File: config.mk
export PLATFORM = sky130hd
export DESIGN_NAME = stcs_front_flat
export DESIGN_NICKNAME = d
export VERILOG_FILES = /design/src/sv/stcs_pkg.sv /design/src/sv/stcs_if.sv /design/src/sv/stcs_front.sv /design/src/flat_wrapper.sv
export SDC_FILE = /design/constraint.sdc
export NUM_CORES = 1
export LEC_CHECK = 0
export ABC_AREA = 1
export BUFFER_PORTS_ARGS = -buffer_cell sky130_fd_sc_hd__buf_2
export CAP_MARGIN = 0
export CORE_MARGIN = 3
export CORE_UTILIZATION = 52
export DETAILED_ROUTE_END_ITERATION = 16
export PLACE_DENSITY = 0.88
export SLEW_MARGIN = 20
export SYNTH_ARGS = -nofsm -noshare
export SYNTH_HDL_FRONTEND = slang
export SYNTH_SLANG_ARGS = --single-unit
File: constraint.sdc
create_clock -name clk -period 10.5 [get_ports clk]
set_input_delay 0.525 -clock clk [delete_from_list [all_inputs] [get_ports clk]]
set_output_delay 0.525 -clock clk [all_outputs]
set_load 0.01 [all_outputs]
File: src/sv/stcs_pkg.sv
// types and constants for the sparse tensor coordinate sorter
// no dependencies
package stcs_pkg;

    localparam int unsigned PORT_MODES = 4;
    localparam int unsigned PORT_COORD_BITS = 32;
    localparam int unsigned VALUE_BITS = 64;
    localparam int unsigned MODES_BITS = 3;
    localparam logic [MODES_BITS-1:0] MODES_RESET = 3'd3;

    typedef struct packed {
        logic [PORT_MODES-1:0][PORT_COORD_BITS-1:0] coord;
        logic [VALUE_BITS-1:0]                      value;
        logic                                       last;
    } entry_t;

    typedef enum logic [1:0] {
        ST_FILL  = 2'b01,
        ST_DRAIN = 2'b10
    } back_state_t;

endpackage

File: src/sv/stcs_if.sv
// item channels of the sorter: input entries and sorted results
// no dependencies
interface stcs_in_if;
    logic        valid;
    logic        ready;
    logic [31:0] coord_a;
    logic [31:0] coord_b;
    logic [31:0] coord_c;
    logic [31:0] coord_d;
    logic [63:0] value_bits;
    logic        is_last;

    modport source (output valid, coord_a, coord_b, coord_c, coord_d, value_bits, is_last,
                    input ready);
    modport sink (input valid, coord_a, coord_b, coord_c, coord_d, value_bits, is_last,
                  output ready);
endinterface


File: src/sv/stcs_front.sv
// front end: accepts entries and queues them for the sorting cells
// depends on stcs_pkg and stcs_in_if
module stcs_front
    import stcs_pkg::*;
(
    input  logic    clk,
    input  logic    rst_n,
    stcs_in_if.sink in_ch,
    output entry_t  q_data,
    output logic    q_valid,
    input  logic    q_pop
);

    entry_t     mem_reg [2];
    logic       wr_ptr_reg, wr_ptr_next;
    logic       rd_ptr_reg, rd_ptr_next;
    logic [1:0] cnt_reg, cnt_next;
    logic       push, pop;
    entry_t     in_entry;

    assign in_ch.ready = (cnt_reg != 2'd2);
    assign push = in_ch.valid && in_ch.ready;
    assign pop = q_pop && (cnt_reg != 2'd0);
    assign q_valid = (cnt_reg != 2'd0);
    assign q_data = mem_reg[rd_ptr_reg];

    always_comb
    begin
        in_entry.coord[0] = in_ch.coord_a;
        in_entry.coord[1] = in_ch.coord_b;
        in_entry.coord[2] = in_ch.coord_c;
        in_entry.coord[3] = in_ch.coord_d;
        in_entry.value = in_ch.value_bits;
        in_entry.last = in_ch.is_last;
    end

    always_comb
    begin
        wr_ptr_next = push ? ~wr_ptr_reg : wr_ptr_reg;
        rd_ptr_next = pop ? ~rd_ptr_reg : rd_ptr_reg;
        cnt_next = cnt_reg + 2'(push) - 2'(pop);
    end

    always_ff @(posedge clk)
    begin
        if (push)
        begin
            mem_reg[wr_ptr_reg] <= in_entry;
        end
    end

    always_ff @(posedge clk or negedge rst_n)
    begin
        if (!rst_n)
        begin
            wr_ptr_reg <= 1'b0;
            rd_ptr_reg <= 1'b0;
            cnt_reg <= 2'd0;
        end
        else
        begin
            wr_ptr_reg <= wr_ptr_next;
            rd_ptr_reg <= rd_ptr_next;
            cnt_reg <= cnt_next;
        end
    end

endmodule

File: src/flat_wrapper.sv
// flat-port wrapper written by rule: the top's interface ports become plain ports
module stcs_front_flat import stcs_pkg::*;
  (clk, rst_n, q_data, q_valid, q_pop, in_ch_valid, in_ch_coord_a, in_ch_coord_b, in_ch_coord_c, in_ch_coord_d, in_ch_value_bits, in_ch_is_last, in_ch_ready);
  stcs_in_if in_ch_i ();
  input  logic clk;
  input  logic rst_n;
  output entry_t q_data;
  output logic q_valid;
  input  logic q_pop;
  input wire logic [$bits(in_ch_i.valid)-1:0] in_ch_valid;
  input wire logic [$bits(in_ch_i.coord_a)-1:0] in_ch_coord_a;
  input wire logic [$bits(in_ch_i.coord_b)-1:0] in_ch_coord_b;
  input wire logic [$bits(in_ch_i.coord_c)-1:0] in_ch_coord_c;
  input wire logic [$bits(in_ch_i.coord_d)-1:0] in_ch_coord_d;
  input wire logic [$bits(in_ch_i.value_bits)-1:0] in_ch_value_bits;
  input wire logic [$bits(in_ch_i.is_last)-1:0] in_ch_is_last;
  output wire logic [$bits(in_ch_i.ready)-1:0] in_ch_ready;
  assign in_ch_i.valid = in_ch_valid;
  assign in_ch_i.coord_a = in_ch_coord_a;
  assign in_ch_i.coord_b = in_ch_coord_b;
  assign in_ch_i.coord_c = in_ch_coord_c;
  assign in_ch_i.coord_d = in_ch_coord_d;
  assign in_ch_i.value_bits = in_ch_value_bits;
  assign in_ch_i.is_last = in_ch_is_last;
  assign in_ch_ready = in_ch_i.ready;
  stcs_front u_core (.clk(clk), .rst_n(rst_n), .in_ch(in_ch_i), .q_data(q_data), .q_valid(q_valid), .q_pop(q_pop));
endmodule
Yosys cells after proc, flatten, opt, wreduce, memory -nomap -nowiden
Memory sizes are Yosys's and may differ from the RTL's.
Cells that the tools add are included.
{"block": "op_classes", "reduce_logical": 3, "n_bitwise": 2, "n_mux": 2, "eq_ne": 1, "add_sub_neg": 2}
{"cell": "2-bit by 1-bit adder with 2-bit output", "n": 1}
{"cell": "1-bit logical AND", "n": 2}
{"cell": "1-bit 2-to-1 mux", "n": 2}
{"cell": "2-bit inequality test, second input constant", "n": 1}
{"cell": "1-bit inverter", "n": 2}
{"cell": "2-bit nonzero test", "n": 1}
{"cell": "2-bit by 1-bit subtractor with 2-bit output", "n": 1}
{"block": "totals", "ramBits": 386, "ff_bits": 4, "input_bits": 197, "wordCells": 14, "out_inout_bits": 195, "mem_count": 1}
{"memory": "u_core.mem_reg", "depth": 2, "word_bits": 193, "read_ports": 1, "rd_clocked_by_memory_dff": 0, "wr": 1, "line": "stcs_front.sv:14", "text": "entry_t mem_reg [2];"}

Depth between registers and ports, before layout
Gate-level depths: netlist of run 1.
{"block": "logic_depth", "ltp_word": 4, "depth_mapped": 10}

Worst setup path after synthesis of run 1
OpenSTA, ideal clock, no wires.
{"block": "synth_timing", "path_kind": "register to register", "from": "register u_core.cnt_reg[1]", "to": "memory u_core.mem_reg[1][0] (netlist bit) (enable)", "slack_ns": 1.127, "setup_ns": 0.749, "path_stages_with_launch": 4, "arrival_ns": 8.624, "period_less_slack_ns": 9.373, "path_buffers": 0, "path_cell_list": "dfrtp_1 nand2_1 nand2_1 nor2_1"}
{"block": "synth_via", "elab_chain_cells": 4}
{"item": "start: declaration", "line": "stcs_front.sv:17", "text": "logic [1:0] cnt_reg, cnt_next;"}
{"item": "start signal: assignment", "line": "stcs_front.sv:64", "text": "cnt_reg <= cnt_next;"}
{"item": "2-bit inequality test", "line": "stcs_front.sv:21", "text": "assign in_ch.ready = (cnt_reg != 2'd2);"}
{"item": "via in_ch_ready", "line": "flat_wrapper.sv:17", "text": "output wire logic [$bits(in_ch_i.ready)-1:0] in_ch_ready;"}
{"item": "1-bit logical AND", "line": "stcs_front.sv:22", "text": "assign push = in_ch.valid && in_ch.ready;"}
{"item": "1-bit 2-to-1 mux", "line": "stcs_front.sv:46", "text": "if (push)"}
{"item": "1-bit 2-to-1 mux (not written as such)", "line": "stcs_front.sv:48", "text": "mem_reg[wr_ptr_reg] <= in_entry;"}
{"item": "end: declaration", "line": "stcs_front.sv:14"}
The timed path passes the listed nets, and every way through them passes these cells.

==> results of run 1 <==
==> critical path, cell delays in order (launching register included) <==
cell     delay (ns)
dfrtp_4        0.65
inv_6          0.53
buf_4          0.86
nand2_1        0.18
nand2_1        0.13
buf_2          0.15
==> area by class of cell <==
type,instances,area [um^2]
tap,341,427
inverter,10,50.0
clock inverter,12,80.1
antenna,6,15.0
multi-input combinational,598,2270
fill,1876,9390
clock buffer,55,1080
timing repair buffer,399,2020
sequential,390,11700
==> synthesized netlist by cell type <==
master | count | area, um^2
inv_4 | 1 | 6.26
dfrtp_1 | 4 | 100
edfxtp_1 | 386 | 11600
ha_1 | 2 | 25.0
buf_4 | 4 | 30.0
nand3_1 | 3 | 15.0
buf_2 | 21 | 105
inv_1 | 9 | 33.8
nand2_1 | 592 | 2220
nor2_1 | 1 | 3.75
buf_6 | 18 | 203
==> routing by layer <==
metal	part of all wire [%]	vias up	global-route usage, %
li1	-	4322	-
met1	36	4309	24.0
met2	52	432	36.6
met3	8.6	84	5.33
met4	3.6	2	8.89
met5	0.040	-	0
==> kinds of logic (layout without fill, tap and decap cells) <==
logic type	Yosys count	after routing	share of synthesized area, %
and+or+nand+nor	596	596	15.6
other	0	6	0
buffers and inverters	53	476	2.64
DFF	390	390	81.6
adders and majority gates	2	2	0.175
==> metrics by stage <==
step	total power, W	cell area, um^2	hold slack [ns]	setup WS (ns)	cells
after floorplan	0.00328	14300	0.229	1.13	1041
after global placement	0.00377	16500	0.336	7.36	1737
after detailed placement	0.00383	16500	0.338	7.27	1737
after CTS	0.00510	17600	0.172	6.73	1805
after global routing	0.00536	17600	0.174	6.56	1811
final	0.00507	17600	0.200	6.80	1811
==> report_power, final <==
part / internal [W] / switching (W) / leakage [nW] / total (W)
sequential: 0.00213 / 0.0000995 / 3.64 / 0.00223
clock: 0.000737 / 0.000530 / 0.561 / 0.00127
combinational: 0.000481 / 0.00109 / 3.42 / 0.00157
total: 0.00335 / 0.00172 / 7.62 / 0.00507
==> final timing paths <==
kind                                        start                     end  slack [ns]  cells after the start
worst max-delay path            u_core.rd_ptr_reg             q_data[153]        6.80                      5
worst min-delay path            in_ch_coord_d[23]  u_core.mem_reg[0][184]        0.20                      1
worst max register to register  u_core.wr_ptr_reg   u_core.mem_reg[0][86]        7.67                      4
worst min register to register  u_core.wr_ptr_reg       u_core.wr_ptr_reg        0.49                      2
max in group asynchronous                   rst_n       u_core.rd_ptr_reg        9.97                      2
min in group asynchronous                   rst_n       u_core.cnt_reg[1]        0.40                      2
==> metrics list, run 1 <==
- Outcome: finished, final reports clean
- Global-route congestion overflow total: 0
* Layout net count: 1636
- In this run the tool buffered the top-level ports with 391 buffer cells.
- Global routing used between 20% and 30% of the available tracks across all layers.
- Once the clock tree was built, the setup fixing pass inserted 0 buffers.
- Layout Skew: 0.0133 ns
* Number of DRC markers in iteration 0: approximately 690
- The worst setup path is launched from a flop.
* Detailed-routing iteration count for the pre-antenna-repair pass: 7
- Layout cell share with drive strength beyond 1: slightly above 30%
* Effective utilization at floorplan: 53.0%
- For the final routed database, the setup TNS stands at 0 ns.
- The path class of the tightest hold or removal check is input pin to flop.
- Number of max-slew violations in the final report: 0
- The H-tree was split into 2 levels.
- Detailed routing inserted a total of slightly above 9000 vias.
- Global-route wire length before repair: ~47 mm
* Post-synthesis cell area: 14300 um^2
- Final core utilization: around two thirds
* Setup repair after global routing missed its margin: no
- Setup violations remaining at the end of the flow were counted as 0.
- During I/O placement, the number of pins put on the boundary was between 300 and 400.
- Clock sinks: 390
- Highest-count cells in the layout ignoring fill and taps: nand2_1, buf_2, edfxtp_1
- In this run, post-CTS repair resized a total of 0 instances.
- After clock tree synthesis, the clock-pin slew on the worst setup and hold paths is ~0.06 ns.
- The number of hold buffers added after CTS was 1.
- Leading cell type in the layout, fill and taps excluded: nand2_1
- Number of standard-cell rows in the floorplan: 60
* Register area share after synthesis: 81.6%
- Library cells used by synthesis: 11
- Horizontal die dimension: 172 um
- Final worst-path cycle share: a little over a third
- At the worst endpoint, the arrival time is 3.17 ns.
- Library cell used as clock root buffer: clkbuf_16
- Cells after Synth: 1041
* Count of synthesis-stage warnings from yosys: 0
- Die Footprint: 29600 um^2
- DRT antenna net count: 0
* Max_slew headroom: 28.9%
* Wire length per cell: ~18 um
- Chip height: 172 um
- Counting along the longest clock path gives a buffer depth of 3.
- The final-report hold violation count came to 0.
- Flip-flop count of the largest register after layout: 386
- The worst setup path is captured at an output port.
- Data required time at the worst endpoint: 9.98 ns
- Detailed placement ended at an HPWL of roughly 21 mm.
- After detailed routing, the number of remaining DRC violations is 0.
- Synthesis inferred between 300 and 400 register bits.
* Slew of the pin with the lowest slew margin: 1.07 ns
- In this run the mean area of a mapped cell was 13.8 um^2.
- Critical Path Fanout Max: 100
* Category of the critical setup timing path: flop to output port
* Vias per inst: just over 5
- Minimum clock period after layout: 3.70 ns
- Across the run, the number of max-cap violations was 0.
* Total power density per cell area: 287 nW/um^2
* Pin count of the biggest net entering global routing: 116
- Synthesized Nets: 1240
- In this run the standard cell core region covers 27000 um^2.
- Buffers inserted during clock tree synthesis total 38.
* TritonCTS clock tree: built
- Total wire length after detailed routing: 32.4 mm
- VDD sags by at most 0.000221 V.
- Static Leakage: 7.62 nW
- The number of antenna violations at the first check in global routing came to 7.
* Maximum clock frequency: between 0.2 and 0.3 GHz
- Post-synthesis to final-layout area growth: 23.0%
- The clock reaches the later pin of the worst-skew pair after 0.51 ns.
- Final weighted congestion in routability-driven placement: around 0.77
- The via count of the first global-routing pass is 9138.
No activity file was read; power rests on OpenSTA's default activity.
==> run 2: changes to the inputs <==
Clock period 10.5 ns to 3.65 ns, I/O delays scaled along.
==> metrics list, run 2 (same netlist as run 1, synthesis figures left out) <==
* Max-Cap Viols: 0 (unchanged)
* Dpl cell area: 16600 um^2 (+0.65%)
- The worst setup path is captured at an output port.
* Horizontal die dimension: 172 um (unchanged)
- Total GRT Usage: 27.9% (+7.2 points)
- Highest-count cells in the layout ignoring fill and taps: nand2_1, buf_2, edfxtp_1
- Type of the worst min-delay path: input pin to flop
- Layout Skew: 0.0237 ns (+0.0105 ns)
- The source-to-sink clock delay at the later pin of the worst-skew pair was 0.51 ns (about the same).
- Critical path capture point: q_data[165]
- Top cell family by delay on the critical path: buffers and inverters
- The critical path goes through inv_6 > buf_4 > nand2_1 > nand2_1 > buf_2.
- The flow ran to the end, and the final reports show no timing, DRC or antenna violations.
- Number of antenna violations at the first check in global routing: 6 (-1)
- Post-detailed-route DRC marker count: 0 (unchanged)
* Reg2Reg Depth: 4 (unchanged)
- Worst flop-to-flop path endpoint: u_core.mem_reg[0][82]
- Category of the critical setup timing path: flop to output port
- TritonCTS built the clock tree.
- Number of buffers inserted during clock tree synthesis: 38 (unchanged)
- Setup repair after global routing missed its margin: no
- The maximum number of pins on one net before global-route repair was 195 (+68%).
- Global-route congestion overflow total: 0 (unchanged)
* Max_slew headroom: 28.4% (-0.48 points)
- The post-CTS setup repair buffer count is 0 (unchanged).
- The number of DRC markers in iteration 0 was 1085 (+57%).
- The final setup violation count is 0 (unchanged).
- Post-route cell area: 19700 um^2 (+12%)
* Clock-pin slew reported for the worst setup and hold paths after clock tree synthesis: 0.06 ns (about the same)
- IR Drop Worst-Case VDD: 0.000812 V (+270%)
- The cell total after placement was 1738 (+0.058%).
* Number of standard-cell rows in the floorplan: 60 (unchanged)
* Total power: 0.0152 W (+200%)
- Register-to-Register Setup Slack: 1.87 ns (-5.80 ns)
* Flip-flop count of the largest register after layout: 386 (unchanged)
* Maximum clock frequency: 0.372 GHz
- The final-report hold violation count came to 0 (unchanged).
* Layout net count: 1834 (+12%)
- The max-slew violation count is 0 (unchanged).
* Non-filler cells in the finished layout: 2009 (+11%)
- The area of the die was 29600 um^2 (unchanged).
* Static Leakage: 8.48 nW (+11%)
- Post-synthesis to final-layout area growth: 37.6%
- The tree is rooted in a clkbuf_16.
* Layout cell share with drive strength beyond 1: 27.6% (-3.1 points)
* Delay of the slowest critical-path stage: 0.56 ns (-0.30 ns)
- Total power density per cell area: 772 nW/um^2 (+170%)
* Final total negative setup slack: 0 ns (unchanged)
- By instance count, the cell type seen most on the critical path is nand2_1.
- The number of placed I/O pins is 392 (unchanged).
- Critical-path cell with the highest stage delay: inv_6
* HPWL after detailed placement: 22.2 mm (+5.6%)
- Arrival time at the worst endpoint: 2.50 ns (-0.67 ns)
- The library cell used most frequently in the layout, excluding fill and tap cells, is nand2_1.
- Quantity of gates resized following cts: 0 (unchanged)
* Vias in the first global route: 11200 (+23%)
- The area of the core came to 27000 um^2 (unchanged).
- Clock sinks: 390 (unchanged)
- The transition time at the pin with the least slew margin was 1.07 ns (+0.00725 ns).
- Maximum buffer depth of the clock tree: 3 (unchanged)
- The routed via count divided by cell count came to 5.41 (+7.1%).
- Worst hold margin: 0.394 ns (+0.194 ns)
* Total wire length after detailed routing: 42.8 mm (+32%)
* Critical path buffers and inverters: 3 (unchanged)
- Count of cell instances traversed by the critical path: 5 (unchanged)
* Cts hold-fix bufs: 198 (+197)
* Data required time at the worst endpoint: 3.47 ns (-6.51 ns)
- Start point of the critical path: u_core.rd_ptr_reg
- For the finished layout, the period the worst path requires is approximately 2.7 ns.
- The via count of the routed design was 10900 (+19%).
* Detailed-routing iteration count for the pre-antenna-repair pass: 5 (-2)
- Global-route wire length before repair: 62.4 mm (+31%)
- Chip height: 172 um (unchanged)
* Port Buffers: 391 (unchanged)
* Final worst-path cycle share: 73.6%
- STA classifies the critical path startpoint as a flop.
- R2R Path Start: u_core.wr_ptr_reg
- Wire length per cell: 21.3 um (+19%)
- Critical Path Fanout Max: 98 (-2.0%)
- DRT antenna net count: 0 (unchanged)
- The global placement routability congestion came to 0.858 (+11%).
* Effective utilization at floorplan: 53.0% (unchanged)
* Depth of the CTS H-tree: 2 (unchanged)
run 2: area by class of cell:
cell class	count	area, um^2
well taps	341	427
clock inverters	19	118
inverters	10	46.3
flip-flops and latches	390	11700
diodes	6	15.0
multi-input cells	598	2290
clock buffers	48	1050
fillers	1488	7300
repair buffers	597	4090
run 2: power by group:
part           switching, W  leakage (nW)  internal, W
clock               0.00163         0.568      0.00211
sequential         0.000325          3.64      0.00611
combinational       0.00345          4.28      0.00161
run 2: metal layers:
layer	track usage (%)	part of all wire, %
met3	8.30	11
met5	0	0.026
met1	31.8	33
met2	47.9	50
met4	14.3	5.1
run 2: through the flow:
step	util, %	worst slack (ns)
floorplan	-	-0.213
global placement	61.3	1.66
detailed placement	61.3	1.57
CTS	72.9	0.999
global route	73.0	0.856
finish	73.0	0.965
run 2: worst min path at each step:
stage	endpoint	startpoint	depth (start not counted)	slack, ns
floorplan	u_core.cnt_reg[0]	rst_n	0	-0.11
global placement	u_core.wr_ptr_reg	rst_n	1	-0.005
detailed placement	u_core.cnt_reg[0]	rst_n	1	-0.006
CTS	u_core.mem_reg[0][34]	in_ch_value_bits[33]	2	0.37
global route	u_core.mem_reg[0][39]	in_ch_value_bits[38]	2	0.38
finish	u_core.mem_reg[1][34]	in_ch_value_bits[33]	2	0.39
==> run 3: changes to the inputs <==
Clock period 3.65 ns to 2.55 ns, I/O delays scaled along.
==> metrics list, run 3 (same netlist as run 1, synthesis figures left out) <==
- The logic gate share of total power came to 32.1% (-1.1 points).
* Total wire length after detailed routing: 42.5 mm (-0.67%)
- Placeable core area: 27000 um^2 (unchanged)
- The number of placed I/O pins came to 392 (unchanged).
- The final critical path takes up 94.0% of the cycle.
* Dpl cell area: 16600 um^2 (+0.45%)
- Highest-count cells in the layout ignoring fill and taps: nand2_1, buf_2, edfxtp_1
- The global placement routability congestion is 0.923 (+7.6%).
- The initial standard-cell utilization of the core is 53.0% (unchanged).
- The worst setup path is captured at an output port.
- Number of standard-cell rows in the floorplan: 60 (unchanged)
- The final cell count without fillers is 2016 (+0.35%).
- The detailed-routing iteration count for the pre-antenna-repair pass is 8 (+3).
- Switching portion of total power: 34.6% (-0.85 points)
- The number of nets in the finished design came to 1839 (+0.27%).
- Setup repair after global routing missed its margin: no
* Total GRT Usage: 27.5% (-0.33 points)
- Number of instances in the placed design: 1743 (+0.29%)
- Port Buffers: 391 (unchanged)
* Clock-pin slew reported for the worst setup and hold paths after clock tree synthesis: 0.06 ns (about the same)
- The worst hold path belongs to the class input pin to flop.
* Outcome: finished, final reports clean
- Clock sinks: 390 (unchanged)
- Arrival time at the worst endpoint: 2.27 ns (-0.23 ns)
* Maximum buffer depth of the clock tree: 3 (unchanged)
- Count of endpoints failing setup in the final report: 0 (unchanged)
- Final total negative setup slack: 0 ns (unchanged)
* Chip height: 172 um (unchanged)
- The maximum ir drop on the vdd rail came to 0.000736 V (-9.3%).
* Post-detailed-route DRC marker count: 0 (unchanged)
* DRT antenna net count: 0 (unchanged)
- The routed via count divided by cell count was 5.31 (-1.9%).
- The x dimension of the die came to 172 um (unchanged).
- Clk Latency, worst-skew pair: 0.51 ns (about the same)
- The final HPWL from detailed placement was 22.8 mm (+2.4%).
- Vias in the first global route: 11200 (-0.20%)
- Library cell used as clock root buffer: clkbuf_16
- The reported leakage power was 8.63 nW (+1.7%).
- The transition time at the pin with the least slew margin came to 0.807 ns (-0.266 ns).
- The part of the total power dissipated in the clock network came to 27.4% (+2.9 points).
* Pin count of the biggest net entering global routing: 130 (-33%)
* Share of power burned in registers: 40.5% (-1.8 points)
* Filler cell count in the final layout: 1462 (-1.7%)
- Maximum clock frequency: 0.417 GHz
- The clock period could shrink to approximately 2.4 ns.
- Number of antenna violations at the first check in global routing: 1 (-5)
- Type of origin of the critical path: flop
* Internal power of the cells: 0.0150 W (+52%)
- TritonCTS built the clock tree.
* Die Footprint: 29600 um^2 (unchanged)
- Post-CTS repair timing setup buffer count: 0 (unchanged)
* Critical Path Fanout Max: 129 (+32%)
- Worst hold margin: 0.336 ns (-0.0576 ns)
* Switching power of the nets: 0.00791 W (+47%)
* Global-route wire length before repair: 61.6 mm (-1.4%)
* Via count: 10700 (-1.6%)
- Flip-flop count of the largest register after layout: 386 (unchanged)
- Number of DRC markers in iteration 0: 1179 (+8.7%)
- The library cell used most frequently in the layout, excluding fill and tap cells, is nand2_1.
- Data required time at the worst endpoint: 2.42 ns (-1.05 ns)
- The max-slew headroom at the worst pin was 46.2% (+18 points).
* Layout Skew: 0.0217 ns (-0.00207 ns)
- The total grt overflow was 0 (unchanged).
* Max-Cap Viols: 0 (unchanged)
- Wire length per cell: 21.1 um (-1.0%)
- The count of H-tree levels built during CTS is 2 (unchanged).
* Total power density per cell area: 1140 nW/um^2 (+48%)
- The critical path in this run is classified as flop to output port.
- The clock buffer count from CTS was 39 (+2.6%).
- Layout cell share with drive strength beyond 1: 28.0% (+0.41 points)
- The max-slew violation count is 0 (unchanged).
- The area growth from synthesis to layout is 39.6%.
- Number of hold violations in the final report: 0 (unchanged)
* Post-route cell area: 20000 um^2 (+1.5%)
==> run 3: repair_timing <==
item,in CTS,in global routing
hold buffers,197,0
hold endpoints to repair,393,0
resized for setup,0,0
setup endpoints to repair,0,0
==> run 3: layout make-up <==
type                       instances  area [um^2]  area share, %
sequential                       390        11700           58.4
timing repair buffer             601         4150           20.7
clock inverter                    27          359           1.79
clock buffer                      44         1040           5.18
tap                              341          427           2.13
inverter                          10         46.3          0.231
multi-input combinational        598         2290           11.4
antenna                            5         12.5         0.0625
==> run 3: metal layers <==
metal | vias up | wire [um] | track usage (%)
met5 | - | 0 | 0
met4 | 0 | 1760 | 11.4
met3 | 122 | 4230 | 6.49
met2 | 761 | 21800 | 49.5
met1 | 5092 | 14700 | 31.9
li1 | 4720 | - | -
==> run 3: path summary, 6_finish.rpt <==
kind                       slack, ns                      to  cells past startpoint                 start
max                             0.15             q_data[153]                      4     u_core.rd_ptr_reg
min                             0.34   u_core.mem_reg[0][35]                      2  in_ch_value_bits[34]
max reg2reg                     0.83  u_core.mem_reg[1][129]                      4     u_core.cnt_reg[1]
min reg2reg                     0.47       u_core.wr_ptr_reg                      2     u_core.wr_ptr_reg
max in group asynchronous       1.74       u_core.rd_ptr_reg                      3                 rst_n
min in group asynchronous       0.57       u_core.cnt_reg[1]                      3                 rst_n
==> run 3: power by group through the flow <==
stage,sequential (W),combinational [W],clock [W]
2_1_floorplan,0.00926,0.00407,0
3_3_place_gp,0.00921,0.00662,0
3_5_place_dp,0.00930,0.00678,0
4_1_cts,0.00919,0.00710,0.00626
5_1_grt,0.00934,0.00791,0.00660
6_report,0.00927,0.00735,0.00626
==> run 3: critical path, stage by stage, from the launching register on <==
cell     delay, ns
dfrtp_4       0.65
buf_12        0.37
nand2_1       0.16
nand2_1       0.13
buf_2         0.15
==> run 3: stage by stage <==
stage | util (%) | worst slack (ns) | power (W)
after floorplan | - | -1.31 | 0.0133
after global placement | 61.6 | 0.847 | 0.0158
after detailed placement | 61.6 | 0.778 | 0.0161
after CTS | 74.0 | 0.222 | 0.0225
after global routing | 74.0 | 0.0634 | 0.0239
final | 74.1 | 0.154 | 0.0229
